==> src/rtl/forward_collision_warning_top_defines.svh <==
// Assertion macros for the forward collision warning block.
// Each macro expects clk and rst_n in the scope where it is used.
`ifndef FORWARD_COLLISION_WARNING_TOP_DEFINES_SVH
`define FORWARD_COLLISION_WARNING_TOP_DEFINES_SVH
`ifndef NO_ASSERTIONS
// same-cycle implication
`define FCW_ASSERT_IMP(lbl, ante, cons) \
    lbl: assert property (@(posedge clk) disable iff (!rst_n) (ante) |-> (cons)) \
        else $error("fcw: same-cycle check failed");
// next-cycle implication
`define FCW_ASSERT_NXT(lbl, ante, cons) \
    lbl: assert property (@(posedge clk) disable iff (!rst_n) (ante) |=> (cons)) \
        else $error("fcw: next-cycle check failed");
`else
`define FCW_ASSERT_IMP(lbl, ante, cons)
`define FCW_ASSERT_NXT(lbl, ante, cons)
`endif
`endif

==> src/rtl/fcw_pkg.sv <==
`timescale 1ns / 1ps

package fcw_pkg;

    // field widths
    localparam int TRACK_W = 6;
    localparam int Q16_W   = 16;
    localparam int TTC_W   = 18;

    // counter store depth
    localparam int TRACK_COUNT = 64;

    // serial unit step counts
    localparam int MUL_STEPS = 16;
    localparam int DIV_STEPS = 18;

    // saturation values and limits
    localparam logic [TTC_W-1:0] TTC_MAX    = 18'd255744;
    localparam logic [TTC_W-1:0] DEC_OVER4  = 18'd1024;
    localparam logic [TTC_W-1:0] DEC_OVER2  = 18'd512;
    localparam logic [15:0]      CLOSE_MIN  = 16'd461;
    localparam logic [15:0]      COUNT_MAX  = 16'hFFFF;

    // raw and filtered alert codes
    localparam logic [1:0] ALERT_SAFE    = 2'd0;
    localparam logic [1:0] ALERT_CAUTION = 2'd1;
    localparam logic [1:0] ALERT_BRAKE   = 2'd2;

    // register indexes
    localparam logic [2:0] CFG_TTC_BRAKE   = 3'd0;
    localparam logic [2:0] CFG_TTC_CAUTION = 3'd1;
    localparam logic [2:0] CFG_BRAKE_DIST  = 3'd2;
    localparam logic [2:0] CFG_CAUT_DIST   = 3'd3;
    localparam logic [2:0] CFG_HYST        = 3'd4;
    localparam logic [2:0] CFG_DEF_EGO     = 3'd5;

    // sequencer strobes into the arithmetic unit
    typedef struct packed {
        logic mul_load;
        logic mul_step;
        logic prep;
        logic div_init;
        logic div_step;
    } fcw_ctrl_t;

    // division results back to the sequencer
    typedef struct packed {
        logic [TTC_W-1:0] ttc_q;
        logic             ttc_ovf;
        logic [TTC_W-1:0] dec_q;
        logic             dec_ovf;
        logic             dec_rem_nz;
    } fcw_res_t;

endpackage

==> src/rtl/fcw_arith.sv <==
`timescale 1ns / 1ps

// Bit-serial arithmetic: shift-add square of the closing speed, then two
// restoring dividers side by side, one quotient bit per cycle each.
module fcw_arith (
    input  logic              clk,
    input  fcw_pkg::fcw_ctrl_t ctrl,
    input  logic [15:0]       r,
    input  logic [15:0]       d,
    output fcw_pkg::fcw_res_t  res
);
    import fcw_pkg::*;

    // multiplier
    logic [31:0] mcand_reg;
    logic [15:0] mplier_reg;
    logic [31:0] prod_reg;

    // operands
    logic [38:0] num_reg;    // 100 * r * r
    logic [27:0] ddiv_reg;   // 2592 * d
    logic [29:0] tnum_reg;   // 9216 * d
    logic [19:0] tdiv_reg;   // 10 * r

    // divider state
    logic [19:0]      trem_reg;
    logic [TTC_W-1:0] tq_reg;
    logic             tovf_reg;
    logic [27:0]      drem_reg;
    logic [TTC_W-1:0] dq_reg;
    logic             dovf_reg;

    logic [38:0] num_next;
    logic [27:0] ddiv_next;
    logic [29:0] tnum_next;
    logic [19:0] tdiv_next;
    logic [20:0] t_sh;
    logic [20:0] t_sub;
    logic        t_ge;
    logic [28:0] d_sh;
    logic [28:0] d_sub;
    logic        d_ge;

    // constant multiplies as shift-add
    assign num_next  = (39'(prod_reg) << 6) + (39'(prod_reg) << 5) + (39'(prod_reg) << 2);
    assign ddiv_next = (28'(d) << 11) + (28'(d) << 9) + (28'(d) << 5);
    assign tnum_next = (30'(d) << 13) + (30'(d) << 10);
    assign tdiv_next = (20'(r) << 3) + (20'(r) << 1);

    // one restoring step for each divider
    assign t_sh  = {trem_reg, tq_reg[TTC_W-1]};
    assign t_ge  = t_sh >= {1'b0, tdiv_reg};
    assign t_sub = t_sh - {1'b0, tdiv_reg};
    assign d_sh  = {drem_reg, dq_reg[TTC_W-1]};
    assign d_ge  = d_sh >= {1'b0, ddiv_reg};
    assign d_sub = d_sh - {1'b0, ddiv_reg};

    // shift-add square
    always_ff @(posedge clk)
    begin
        if (ctrl.mul_load)
        begin
            mcand_reg  <= {16'd0, r};
            mplier_reg <= r;
            prod_reg   <= 32'd0;
        end
        else if (ctrl.mul_step)
        begin
            if (mplier_reg[0])
            begin
                prod_reg <= prod_reg + mcand_reg;
            end
            mcand_reg  <= {mcand_reg[30:0], 1'b0};
            mplier_reg <= {1'b0, mplier_reg[15:1]};
        end
    end

    // operand registers
    always_ff @(posedge clk)
    begin
        if (ctrl.prep)
        begin
            num_reg  <= num_next;
            ddiv_reg <= ddiv_next;
            tnum_reg <= tnum_next;
            tdiv_reg <= tdiv_next;
        end
    end

    // dividers: overflow test on the upper part, then one bit a cycle
    always_ff @(posedge clk)
    begin
        if (ctrl.div_init)
        begin
            tovf_reg <= {8'd0, tnum_reg[29:18]} >= tdiv_reg;
            trem_reg <= {8'd0, tnum_reg[29:18]};
            tq_reg   <= tnum_reg[17:0];
            dovf_reg <= {7'd0, num_reg[38:18]} >= ddiv_reg;
            drem_reg <= {7'd0, num_reg[38:18]};
            dq_reg   <= num_reg[17:0];
        end
        else if (ctrl.div_step)
        begin
            trem_reg <= t_ge ? t_sub[19:0] : t_sh[19:0];
            tq_reg   <= {tq_reg[TTC_W-2:0], t_ge};
            drem_reg <= d_ge ? d_sub[27:0] : d_sh[27:0];
            dq_reg   <= {dq_reg[TTC_W-2:0], d_ge};
        end
    end

    assign res.ttc_q      = tq_reg;
    assign res.ttc_ovf    = tovf_reg;
    assign res.dec_q      = dq_reg;
    assign res.dec_ovf    = dovf_reg;
    assign res.dec_rem_nz = drem_reg != 28'd0;

endmodule

==> src/rtl/forward_collision_warning_top.sv <==
// Flow: an accepted item steps through S_MLOAD, S_MUL (bit-serial squarer),
// S_PREP, S_DINIT, S_DIV (the two restoring dividers), S_CLASS and S_UPD;
// S_UPD waits until the output register is free, and input is taken in S_IDLE only.
// The next input is taken while a finished result waits at the output.
// Reset: rst_n asynchronous, active low; registers return to defaults and
// every per-track alert counter reads as zero (valid bits cleared at once).
`timescale 1ns / 1ps
`include "forward_collision_warning_top_defines.svh"

module forward_collision_warning_top (
    input  logic        clk,
    input  logic        rst_n,
    // configuration write channel
    input  logic        cfg_valid,
    output logic        cfg_ready,
    input  logic [2:0]  cfg_index,
    input  logic [15:0] cfg_data,
    // input stream
    input  logic        s_axis_tvalid,
    output logic        s_axis_tready,
    // [5:0] track_number, [21:6] target_distance, [37:22] target_speed,
    // [53:38] own_speed, [55:54] zero
    input  logic [55:0] s_axis_tdata,
    // [0] ego_given
    input  logic        s_axis_tuser,
    // result stream
    output logic        m_axis_tvalid,
    input  logic        m_axis_tready,
    // [5:0] track_echo, [7:6] alert_level, [25:8] time_to_collision,
    // [41:26] distance_echo, [57:42] speed_echo, [73:58] needed_deceleration,
    // [79:74] zero
    output logic [79:0] m_axis_tdata
);
    import fcw_pkg::*;

    // sequencer states
    localparam logic [2:0] S_IDLE  = 3'd0;
    localparam logic [2:0] S_MLOAD = 3'd1;
    localparam logic [2:0] S_MUL   = 3'd2;
    localparam logic [2:0] S_PREP  = 3'd3;
    localparam logic [2:0] S_DINIT = 3'd4;
    localparam logic [2:0] S_DIV   = 3'd5;
    localparam logic [2:0] S_CLASS = 3'd6;
    localparam logic [2:0] S_UPD   = 3'd7;

    localparam logic [4:0] MUL_LAST = 5'(MUL_STEPS - 1);
    localparam logic [4:0] DIV_LAST = 5'(DIV_STEPS - 1);

    // configuration registers
    logic [15:0] ttc_brake_reg;
    logic [15:0] ttc_caution_reg;
    logic [15:0] brake_dist_reg;
    logic [15:0] caution_dist_reg;
    logic [7:0]  hyst_reg;
    logic [15:0] def_ego_reg;

    // control
    logic [2:0]  state_reg;
    logic [2:0]  state_next;
    logic [4:0]  step_reg;
    logic [4:0]  step_next;
    logic        out_vld_reg;
    logic [TRACK_COUNT-1:0] cnt_vld_reg;
    logic        cnt_hit_reg;

    // item payload
    logic [TRACK_W-1:0] track_reg;
    logic [15:0] d_reg;
    logic [15:0] tgt_reg;
    logic [15:0] r_reg;
    logic        closing_reg;
    logic        dpos_reg;
    logic [15:0] cnt_rd_reg;
    logic [TTC_W-1:0] ttc_fin_reg;
    logic [15:0] dec_fin_reg;
    logic [1:0]  raw_reg;

    // output register
    logic [TRACK_W-1:0] out_track_reg;
    logic [1:0]  out_alert_reg;
    logic [TTC_W-1:0] out_ttc_reg;
    logic [15:0] out_dist_reg;
    logic [15:0] out_spd_reg;
    logic [15:0] out_dec_reg;

    // counter store
    logic [15:0] cnt_mem [TRACK_COUNT];

    logic        in_fire;
    logic        cfg_fire;
    logic        upd_fire;
    logic [TRACK_W-1:0] in_track;
    logic [15:0] in_dist;
    logic [15:0] in_tgt;
    logic [15:0] in_ego;
    logic [15:0] ego_sel;
    logic        ego_ahead;
    logic [15:0] r_next;

    fcw_ctrl_t   ctrl;
    fcw_res_t    res;

    logic [TTC_W-1:0] ttc_fin_next;
    logic [15:0] dec_fin_next;
    logic        over4;
    logic        over2;
    logic        brake_hit;
    logic        caution_hit;
    logic [1:0]  raw_next;
    logic [15:0] cnt_base;
    logic [15:0] cnt_next;
    logic [1:0]  level_next;

    assign cfg_ready     = 1'b1;
    assign cfg_fire      = cfg_valid && cfg_ready;
    assign s_axis_tready = state_reg == S_IDLE;
    assign in_fire       = s_axis_tvalid && s_axis_tready;
    assign upd_fire      = (state_reg == S_UPD) && (!out_vld_reg || m_axis_tready);

    // input unpacking and closing speed
    assign in_track  = s_axis_tdata[5:0];
    assign in_dist   = s_axis_tdata[21:6];
    assign in_tgt    = s_axis_tdata[37:22];
    assign in_ego    = s_axis_tdata[53:38];
    assign ego_sel   = s_axis_tuser ? in_ego : def_ego_reg;
    assign ego_ahead = ego_sel > in_tgt;
    assign r_next    = ego_ahead ? (ego_sel - in_tgt) : 16'd0;

    // configuration registers
    always_ff @(posedge clk or negedge rst_n)
    begin
        if (!rst_n)
        begin
            ttc_brake_reg    <= 16'd384;
            ttc_caution_reg  <= 16'd768;
            brake_dist_reg   <= 16'd2560;
            caution_dist_reg <= 16'd6400;
            hyst_reg         <= 8'd3;
            def_ego_reg      <= 16'd15360;
        end
        else if (cfg_fire)
        begin
            case (cfg_index)
                CFG_TTC_BRAKE:   ttc_brake_reg    <= cfg_data;
                CFG_TTC_CAUTION: ttc_caution_reg  <= cfg_data;
                CFG_BRAKE_DIST:  brake_dist_reg   <= cfg_data;
                CFG_CAUT_DIST:   caution_dist_reg <= cfg_data;
                CFG_HYST:        hyst_reg         <= cfg_data[7:0];
                CFG_DEF_EGO:     def_ego_reg      <= cfg_data;
                default:         ;
            endcase
        end
    end

    // sequencer
    always_comb
    begin
        state_next = state_reg;
        step_next  = step_reg;
        case (state_reg)
            S_IDLE:
            begin
                if (in_fire)
                begin
                    state_next = S_MLOAD;
                end
            end
            S_MLOAD:
            begin
                state_next = S_MUL;
                step_next  = 5'd0;
            end
            S_MUL:
            begin
                if (step_reg == MUL_LAST)
                begin
                    state_next = S_PREP;
                end
                step_next = step_reg + 5'd1;
            end
            S_PREP:  state_next = S_DINIT;
            S_DINIT:
            begin
                state_next = S_DIV;
                step_next  = 5'd0;
            end
            S_DIV:
            begin
                if (step_reg == DIV_LAST)
                begin
                    state_next = S_CLASS;
                end
                step_next = step_reg + 5'd1;
            end
            S_CLASS: state_next = S_UPD;
            S_UPD:
            begin
                if (upd_fire)
                begin
                    state_next = S_IDLE;
                end
            end
            default: state_next = S_IDLE;
        endcase
    end

    always_ff @(posedge clk or negedge rst_n)
    begin
        if (!rst_n)
        begin
            state_reg <= S_IDLE;
            step_reg  <= 5'd0;
        end
        else
        begin
            state_reg <= state_next;
            step_reg  <= step_next;
        end
    end

    // strobes for the arithmetic unit
    always_comb
    begin
        ctrl.mul_load = state_reg == S_MLOAD;
        ctrl.mul_step = state_reg == S_MUL;
        ctrl.prep     = state_reg == S_PREP;
        ctrl.div_init = state_reg == S_DINIT;
        ctrl.div_step = state_reg == S_DIV;
    end

    fcw_arith u_arith (
        .clk  (clk),
        .ctrl (ctrl),
        .r    (r_reg),
        .d    (d_reg),
        .res  (res)
    );

    // item capture
    always_ff @(posedge clk)
    begin
        if (in_fire)
        begin
            track_reg   <= in_track;
            d_reg       <= in_dist;
            tgt_reg     <= in_tgt;
            r_reg       <= r_next;
            closing_reg <= r_next >= CLOSE_MIN;
            dpos_reg    <= (r_next != 16'd0) && (in_dist != 16'd0);
        end
    end

    // saturation and raw classification
    always_comb
    begin
        if (!closing_reg || res.ttc_ovf || (res.ttc_q > TTC_MAX))
        begin
            ttc_fin_next = TTC_MAX;
        end
        else
        begin
            ttc_fin_next = res.ttc_q;
        end

        if (!dpos_reg)
        begin
            dec_fin_next = 16'd0;
        end
        else if (res.dec_ovf || (res.dec_q[TTC_W-1:16] != 2'd0))
        begin
            dec_fin_next = 16'hFFFF;
        end
        else
        begin
            dec_fin_next = res.dec_q[15:0];
        end

        // exact tests against 1024 and 512 times the divisor
        over4 = dpos_reg && (res.dec_ovf || (res.dec_q > DEC_OVER4) ||
                ((res.dec_q == DEC_OVER4) && res.dec_rem_nz));
        over2 = dpos_reg && (res.dec_ovf || (res.dec_q > DEC_OVER2) ||
                ((res.dec_q == DEC_OVER2) && res.dec_rem_nz));

        brake_hit   = ((ttc_fin_next < {2'b00, ttc_brake_reg}) || over4) &&
                      ({1'b0, d_reg} < {brake_dist_reg, 1'b0});
        caution_hit = ((ttc_fin_next < {2'b00, ttc_caution_reg}) || over2) &&
                      ({1'b0, d_reg} < {caution_dist_reg, 1'b0});

        if (brake_hit)
        begin
            raw_next = ALERT_BRAKE;
        end
        else if (caution_hit)
        begin
            raw_next = ALERT_CAUTION;
        end
        else
        begin
            raw_next = ALERT_SAFE;
        end
    end

    always_ff @(posedge clk)
    begin
        if (state_reg == S_CLASS)
        begin
            ttc_fin_reg <= ttc_fin_next;
            dec_fin_reg <= dec_fin_next;
            raw_reg     <= raw_next;
        end
    end

    // counter filter and final level
    always_comb
    begin
        cnt_base = cnt_hit_reg ? cnt_rd_reg : 16'd0;
        case (raw_reg)
            ALERT_BRAKE:   cnt_next = (cnt_base >= (COUNT_MAX - 16'd1)) ? COUNT_MAX
                                                                         : cnt_base + 16'd2;
            ALERT_CAUTION: cnt_next = (cnt_base == COUNT_MAX) ? COUNT_MAX : cnt_base + 16'd1;
            default:       cnt_next = (cnt_base != 16'd0) ? cnt_base - 16'd1 : 16'd0;
        endcase

        if ({1'b0, cnt_next} >= {8'd0, hyst_reg, 1'b0})
        begin
            level_next = ALERT_BRAKE;
        end
        else if (cnt_next >= {8'd0, hyst_reg})
        begin
            level_next = ALERT_CAUTION;
        end
        else
        begin
            level_next = ALERT_SAFE;
        end
    end

    // counter store, registered read at acceptance, write at update
    always_ff @(posedge clk)
    begin
        if (in_fire)
        begin
            cnt_rd_reg <= cnt_mem[in_track];
        end
        if (upd_fire)
        begin
            cnt_mem[track_reg] <= cnt_next;
        end
    end

    always_ff @(posedge clk or negedge rst_n)
    begin
        if (!rst_n)
        begin
            cnt_vld_reg <= '0;
            cnt_hit_reg <= 1'b0;
        end
        else
        begin
            if (in_fire)
            begin
                cnt_hit_reg <= cnt_vld_reg[in_track];
            end
            if (upd_fire)
            begin
                cnt_vld_reg[track_reg] <= 1'b1;
            end
        end
    end

    // output register
    always_ff @(posedge clk)
    begin
        if (upd_fire)
        begin
            out_track_reg <= track_reg;
            out_alert_reg <= level_next;
            out_ttc_reg   <= ttc_fin_reg;
            out_dist_reg  <= d_reg;
            out_spd_reg   <= tgt_reg;
            out_dec_reg   <= dec_fin_reg;
        end
    end

    always_ff @(posedge clk or negedge rst_n)
    begin
        if (!rst_n)
        begin
            out_vld_reg <= 1'b0;
        end
        else if (upd_fire)
        begin
            out_vld_reg <= 1'b1;
        end
        else if (m_axis_tready)
        begin
            out_vld_reg <= 1'b0;
        end
    end

    assign m_axis_tvalid = out_vld_reg;
    assign m_axis_tdata  = {6'd0, out_dec_reg, out_spd_reg, out_dist_reg,
                            out_ttc_reg, out_alert_reg, out_track_reg};

    // checks
    `FCW_ASSERT_NXT(a_accept_starts, in_fire, state_reg == S_MLOAD)
    `FCW_ASSERT_IMP(a_out_from_upd, $rose(out_vld_reg), $past(state_reg) == S_UPD)
    `FCW_ASSERT_NXT(a_far_ttc_max, upd_fire && !closing_reg, out_ttc_reg == TTC_MAX)

endmodule

==> config.mk <==
export PLATFORM = sky130hd
export DESIGN_NAME = forward_collision_warning_top
export DESIGN_NICKNAME = d
export VERILOG_FILES = /design/src/rtl/fcw_pkg.sv /design/src/rtl/fcw_arith.sv /design/src/rtl/forward_collision_warning_top.sv
export VERILOG_INCLUDE_DIRS = /design/src /design/src/rtl
export SDC_FILE = /design/constraint.sdc
export NUM_CORES = 2
export LEC_CHECK = 0
export BUFFER_PORTS_ARGS = -buffer_cell sky130_fd_sc_hd__buf_2
export CORE_MARGIN = 8
export CORE_UTILIZATION = 42
export CTS_CLUSTER_DIAMETER = 40
export CTS_CLUSTER_SIZE = 12
export DETAILED_ROUTE_END_ITERATION = 10
export GPL_TIMING_DRIVEN = 0
export HOLD_SLACK_MARGIN = 0.06
export PLACE_DENSITY = 0.59
export SYNTH_ARGS = -nofsm -noshare
export SYNTH_HDL_FRONTEND = slang
export SYNTH_SLANG_ARGS = --single-unit
==> constraint.sdc <==
create_clock -name clk -period 8.6 [get_ports clk]
set_clock_uncertainty 0.1 [all_clocks]
set_input_delay 1.72 -clock clk [delete_from_list [all_inputs] [get_ports clk]]
set_output_delay 1.72 -clock clk [all_outputs]
set_load 0.02 [all_outputs]
# Word-level counts from Yosys, hierarchy flattened
# Memory sizes are Yosys's and may differ from the RTL's. A register that Yosys moved wholly into a read port is not among the register bits.
# Cells that the tools add are included.
totals:
  register_bits: 611
  latchBits: 0
  ram_bits: 1024
  rom_bits: 0
  inputBits: 81
  output_inout_bits: 83
  n_memories: 1
memory_table:
  columns: ["memory", "depth", "word_bits", "rd", "rd_clocked_by_memory_dff", "wr", "line", "text"]
  rows:
  - ["cnt_mem", 64, 16, 1, 1, 1, "forward_collision_warning_top.sv:87", "logic [15:0] cnt_mem [TRACK_COUNT];"]
classes:
  addsub: 14
  mul: 0
  n_div: 0
  n_lt_le_gt_ge: 19
  n_eq_ne: 23
  n_shift: 0
  mux: 39
  n_bitwise: 1
  reduce_logical: 43
op_table:
  columns: ["op", "count"]
  rows:
  - ["$mux W16", 11]
  - ["$mux W18", 5]
  - ["$or A64 B64 Y64", 1]
  - ["$reduce_bool A16 Y1", 3]
  - ["$mux W21", 2]
  - ["$add A38 B37 Y39", 1]
  - ["$add A39 B34 Y39", 1]
  - ["$lt A18 B16 Y1", 2]
  - ["$lt A16 B17 Y1", 2]
  - ["$add A32 B32 Y32", 1]
  - ["$pmux W16 S2", 1]
  - ["$add A29 B26 Y30", 1]
  - ["$ge A29 B28 Y1", 1]
  - ["$add A27 B25 Y28", 1]
  - ["$add A28 B21 Y28", 1]
  - ["$ge A21 B28 Y1", 1]
  - ["$mux W28", 1]
  - ["$reduce_bool A28 Y1", 1]
  - ["$sub A28 B28 Y28", 1]
  - ["$mux W12", 2]
  - ["$pmux W3 S8", 1]
  - ["$ge A21 B20 Y1", 1]
  - ["$add A19 B17 Y20", 1]
  - ["$ge A12 B20 Y1", 1]
  - ["42 further kinds", 95]

# Depth between registers and ports, before layout
logic_depth:
  word_depth: 8
  depth_mapped: 20

# Modules after synthesis
# Synthesis repeated with hierarchy kept, for this count alone.
unflattened:
  hier_cells: 4816
  hier_area_um2: 74575.3
modules_own_cells:
  columns: ["module", "n_inst", "cells_each", "area_per_inst_um2", "seq_area_each_um2"]
  rows:
  - ["forward_collision_warning_top", 1, 3002, 56252.7, 40287.4]
  - ["fcw_arith", 1, 1814, 18322.6, 7236.9]

# Least setup slack after synthesis
# No wires, ideal clock.
synth_timing:
  path_type: "in2reg"
  from: "input m_axis_tready"
  to: "memory cnt_mem[56][0] (enable)"
  setup_ns: 0.389
  t_arrival_ns: 6.344
  required_ns: 8.111
  setup_slack_ns: 1.767
  path_stages: 5
  cell_sequence: "nor2b_1 nor2_1 and2_1 nand3_1 nor2_1"
synth_via:
  elab_chain_len: 4
synth_rtl:
  columns: ["element", "line", "text"]
  rows:
  - ["start: declaration", "forward_collision_warning_top.sv:28", "input logic m_axis_tready,"]
  - ["$logic_or A1 B1 Y1", "forward_collision_warning_top.sv:118", "assign upd_fire = (state_reg == S_UPD) && (!out_vld_reg || m_axis_tready);"]
  - ["$logic_and A1 B1 Y1", "forward_collision_warning_top.sv:118", null]
  - ["named net upd_fire", "forward_collision_warning_top.sv:91", "logic upd_fire;"]
  - ["$mux W1", "forward_collision_warning_top.sv:345", "if (upd_fire)"]
  - ["$mux W1 (implied by the code)", "forward_collision_warning_top.sv:347", "cnt_mem[track_reg] <= cnt_next;"]
  - ["end: declaration", "forward_collision_warning_top.sv:87", null]
# The timed path passes the listed nets, and every way through them passes these cells.

# Worst setup path in the final report
layout_timing:
  from: "register cnt_hit_reg"
  to: "register out_alert_reg[1] (data pin)"
layout_via:
  elab_chain_len: 5
  word_cells_on_any_way: 12
  classes_between: "add/sub (3); order compare (2); eq/ne (1); mux (5); reduce/logical (1)"
layout_rtl:
  columns: ["element", "line", "text"]
  rows:
  - ["start: declaration", "forward_collision_warning_top.sv:64", "logic cnt_hit_reg;"]
  - ["start signal: assignment", "forward_collision_warning_top.sv:362", "cnt_hit_reg <= cnt_vld_reg[in_track];"]
  - ["$mux W16 *", "forward_collision_warning_top.sv:316", "cnt_base = cnt_hit_reg ? cnt_rd_reg : 16'd0;"]
  - ["$sub A16 B1 Y16, or another cell as far along", "forward_collision_warning_top.sv:321", "default: cnt_next = (cnt_base != 16'd0) ? cnt_base - 16'd1 : 16'd0;"]
  - ["$mux W16 (on tied branches)", "forward_collision_warning_top.sv:321, forward_collision_warning_top.sv:318, forward_collision_warning_top.sv:320", null]
  - ["$pmux W16 S2 *", "forward_collision_warning_top.sv:317", "case (raw_reg)"]
  - ["named net cnt_next[2]", "forward_collision_warning_top.sv:111", "logic [15:0] cnt_next;"]
  - ["$ge A16 B9 Y1 *", "forward_collision_warning_top.sv:324", "if ({1'b0, cnt_next} >= {8'd0, hyst_reg, 1'b0})"]
  - ["end signal: assignment", "forward_collision_warning_top.sv:377", "out_alert_reg <= level_next;"]
  - ["end: declaration", "forward_collision_warning_top.sv:80", "logic [1:0] out_alert_reg;"]
# Mark *: on every way through the listed nets, which the timed path passes. The rest lies on a longest branch.
# A chain may end at the register's enable or synchronous reset.

==> metrics.log <==
[metrics] run status: completed
[metrics] signed area change from the synthesized netlist to the final layout: 19.7%
[metrics] slowest stage cell on the critical path: sky130_fd_sc_hd__clkbuf_1
[metrics] count of unique library cells instantiated by Yosys: 85
[metrics] final layout net count: 5643
[metrics] number of iterations in the first detailed-routing pass: 5
[metrics] number of DRC markers after the initial detailed-route iteration: 4201
[metrics] sequential element share of the synthesized area: 64.9%
[metrics] DP Worst Slack: 1.86 ns
[metrics] overall fraction of global-route tracks in use: 20.7%
[metrics] floorplan die area: 188000 um2
[metrics] max FFs per register: 1024
[metrics] peak supply drop: 297 uV
[metrics] Buf+Inv Stages, Crit Path: 4
[metrics] maximum number of pins on one net before global-route repair: 89
[metrics] min Tclk post-route: 6.80 ns
[metrics] number of primary I/O pins: 164
[metrics] clock latency of the later-clocked register in the worst-skew pair: 0.88 ns
[metrics] worst slew margin relative to its limit: 9.25%
[metrics] number of routed nets with antenna violations: 0
[metrics] static power due to leakage: 32.2 nW
[metrics] count of unresolved DRC violations after routing: 0
[metrics] family with the most delay on the worst path: simple AND/OR/NAND/NOR gates
[metrics] number of synthesized register bits: 1630
[metrics] largest stage delay on the critical path: 1.05 ns
[metrics] Crit. End Element: register
[metrics] global-route wire length before repair: 290000 um
[metrics] total grt overflow: 0
[metrics] # setup viols final: 0
[metrics] FILL cells: 14.5k
[metrics] worst setup path category: reg -> reg
[metrics] Min-Delay Path Class: reg -> reg
[metrics] fmax: 0.147 GHz
[metrics] Primary FF master, synth: sky130_fd_sc_hd__edfxtp_1
[metrics] actual slew at the worst max-slew pin: 1.36 ns
[metrics] Starting Density: 42.2%
[metrics] worst-case hold slack: 0.313 ns
[metrics] number of enable-type register cells in the synthesized netlist: 1405
[metrics] number of antenna violations at the first check in global routing: 14
[metrics] via count: 43.4k
[metrics] data arrival time of the worst path: 7.29 ns
[metrics] Clock Pin Slew Worst Setup and Hold Paths: 0.06 ns
[metrics] Avg Inst Size Synth: 15.5 um2
[metrics] post-detailed-route via-to-cell ratio: 5.58
[metrics] ratio of cells with drive above 1 in the final layout: 23.5%
[metrics] CTS tree: built
[metrics] number of gates resized after CTS: 0
[metrics] period utilisation layout: 79.1%
[metrics] post-CTS setup repair buffer count: 0
[metrics] overall die width: 434 um
[metrics] Crit path required time: 9.09 ns
[metrics] share of flip-flops with an asynchronous set or reset after synthesis: 9.94%
[metrics] Hold Buf Count CTS: 0
[metrics] floorplan core area: 174000 um2
[metrics] placement row count: 153
[metrics] slack of the critical path: 1.80 ns
[metrics] largest driver fanout on the critical path: 18
[metrics] sum of routed wire length over all layers: 196000 um
[metrics] Die H: 434 um
[metrics] most common cell after layout, fill and taps aside: sky130_fd_sc_hd__edfxtp_1
[metrics] deepest level of the CTS H-tree: 4
[metrics] maxcap violations: 0
[metrics] RSZ-0062 raised after global routing: no
[metrics] CTS sink count: 1630
[metrics] clock buffer count from CTS: 233
[metrics] P per Cell Area: 308 nW/um2
[metrics] wire length per cell after detailed routing: 25.3 um
[metrics] vias in the first global route: 43.7k
[metrics] most frequent cells in the layout: 1405 x sky130_fd_sc_hd__edfxtp_1, 417 x sky130_fd_sc_hd__nand2_1, 357 x sky130_fd_sc_hd__mux4_2
[metrics] area of the mapped netlist: 73300 um2
[metrics] number of port buffers: 153
[metrics] cell breakdown of the critical path: clkbuf_1 -> nand2_1 -> ha_1 -> o21a_1 -> clkbuf_1 -> nand2_1 -> nand2_1 -> clkbuf_1 -> o22ai_4 -> buf_16 -> ha_1 -> a21o_1 -> a21oi_1 -> o21ai_0 -> o21ai_0 -> or4b_1 -> or4_1 -> or4_1
[metrics] half-perimeter wire length after detailed placement: 141000 um
[metrics] post-synthesis instance total: 4733
[metrics] overall power of the completed layout: 27.0 mW
[metrics] number of synthesis warnings: 0
[metrics] type of origin of the critical path: register
[metrics] final number of hold-violating endpoints: 0
[metrics] deepest clock path buffer count: 3
[metrics] global placer's final weighted congestion: 0.867
[metrics] buffer type at the clock tree root: sky130_fd_sc_hd__clkbuf_16
[metrics] Final Slew Violations: 0
-- worst reg2reg max path: cells and delay by family, from the launching register on --
| family | cells | cell delay (ns) |
|---|---|---|
| AND/OR/NAND/NOR | 6 | 2.24 |
| buffers and inverters | 4 | 2.00 |
| adder cells (fa/ha/maj) | 2 | 0.58 |
| flip-flops | 1 | 0.45 |
| AO/OA/AOI/OAI | 6 | 1.14 |
-- final timing paths --
| check | endpoint | depth (start not counted) | slack (ns) | from |
|---|---|---|---|---|
| max reg2reg | out_alert_reg[1]$_SDFFCE_PP1P_ | 18 | 1.80 | cnt_hit_reg$_DFFE_PN0P_ |
| max in group asynchronous | state_reg[0]$_DFFE_PN0P_ | 2 | 6.54 | rst_n |
| min reg2reg | out_spd_reg[1]$_DFFE_PP_ | 0 | 0.31 | tgt_reg[1]$_DFFE_PP_ |
| max | out_alert_reg[1]$_SDFFCE_PP1P_ | 18 | 1.80 | cnt_hit_reg$_DFFE_PN0P_ |
| min | out_spd_reg[1]$_DFFE_PP_ | 0 | 0.31 | tgt_reg[1]$_DFFE_PP_ |
| min in group asynchronous | ttc_caution_reg[6]$_DFFE_PN0P_ | 1 | 0.76 | rst_n |
-- power by group --
part / internal [mW] / leakage, nW / total (mW) / switching, mW
combinational: 2.41 / 12.8 / 6.48 / 4.07
clock: 5.96 / 3.91 / 9.80 / 3.85
sequential: 10.2 / 15.5 / 10.8 / 0.566
total: 18.6 / 32.2 / 27.0 / 8.49
-- cells in the mapped netlist (all sizes together), types with 56 or more instances --
cell | number | area [um2]
a21o | 80 | 601
a21oi | 207 | 1040
clkbuf | 142 | 534
dfrtp | 147 | 3680
dfxtp | 63 | 1260
edfxtp | 1405 | 42200
ha | 283 | 3540
inv | 203 | 764
mux4 | 357 | 8040
nand2 | 417 | 1570
nor2 | 225 | 845
o21a | 56 | 420
o21ai | 192 | 961
or2 | 71 | 444
xnor2 | 96 | 841
-- cells by family after synthesis --
| kind of cell | Yosys count | synth area share (%) |
|---|---|---|
| adders and majority gates | 328 | 6.06 |
| other | 2 | 0.0102 |
| buffers and inverters | 393 | 2.07 |
| and+or+nand+nor | 1057 | 6.78 |
| AOI/OAI and AO/OA | 747 | 6.40 |
| muxes | 432 | 12.1 |
| DFF | 1630 | 64.9 |
| xor gates and xnor gates | 144 | 1.72 |
-- metrics by stage --
| step | cell area, um2 | util, % | instances | setup TNS (ns) |
|---|---|---|---|---|
| finish | 87700 | 50.5 | 7773 | 0 |
| global route | 87700 | 50.5 | 7767 | 0 |
| CTS | 87700 | 50.5 | 7765 | 0 |
| detailed placement | 79500 | 45.8 | 7324 | 0 |
| global placement | 77000 | 44.3 | 7216 | -1419.62 |
| floorplan | 73300 | - | 4738 | 0 |
-- per-layer routing --
| metal | track usage (%) | wire length, um | up-vias |
|---|---|---|---|
| met1 | 27.3 | 81800 | 22200 |
| met2 | 34.8 | 95700 | 1439 |
| met4 | 7.18 | 7210 | 2 |
| met5 | 0 | 12 | - |
| li1 | - | - | 19400 |
| met3 | 3.48 | 11600 | 344 |
-- final cells by class --
| class | instances | area [um2] | share of cell area (%) |
|---|---|---|---|
| sequential | 1630 | 47500 | 54.2 |
| tap | 2325 | 2910 | 3.32 |
| multi-input combinational | 2715 | 24700 | 28.1 |
| clock inverter | 179 | 2150 | 2.45 |
| buffer | 189 | 751 | 0.856 |
| clock buffer | 262 | 6080 | 6.93 |
| timing repair buffer | 261 | 2850 | 3.25 |
| antenna | 8 | 20.0 | 0.0228 |
| inverter | 204 | 771 | 0.879 |
(Power assumes the default switching activity.)
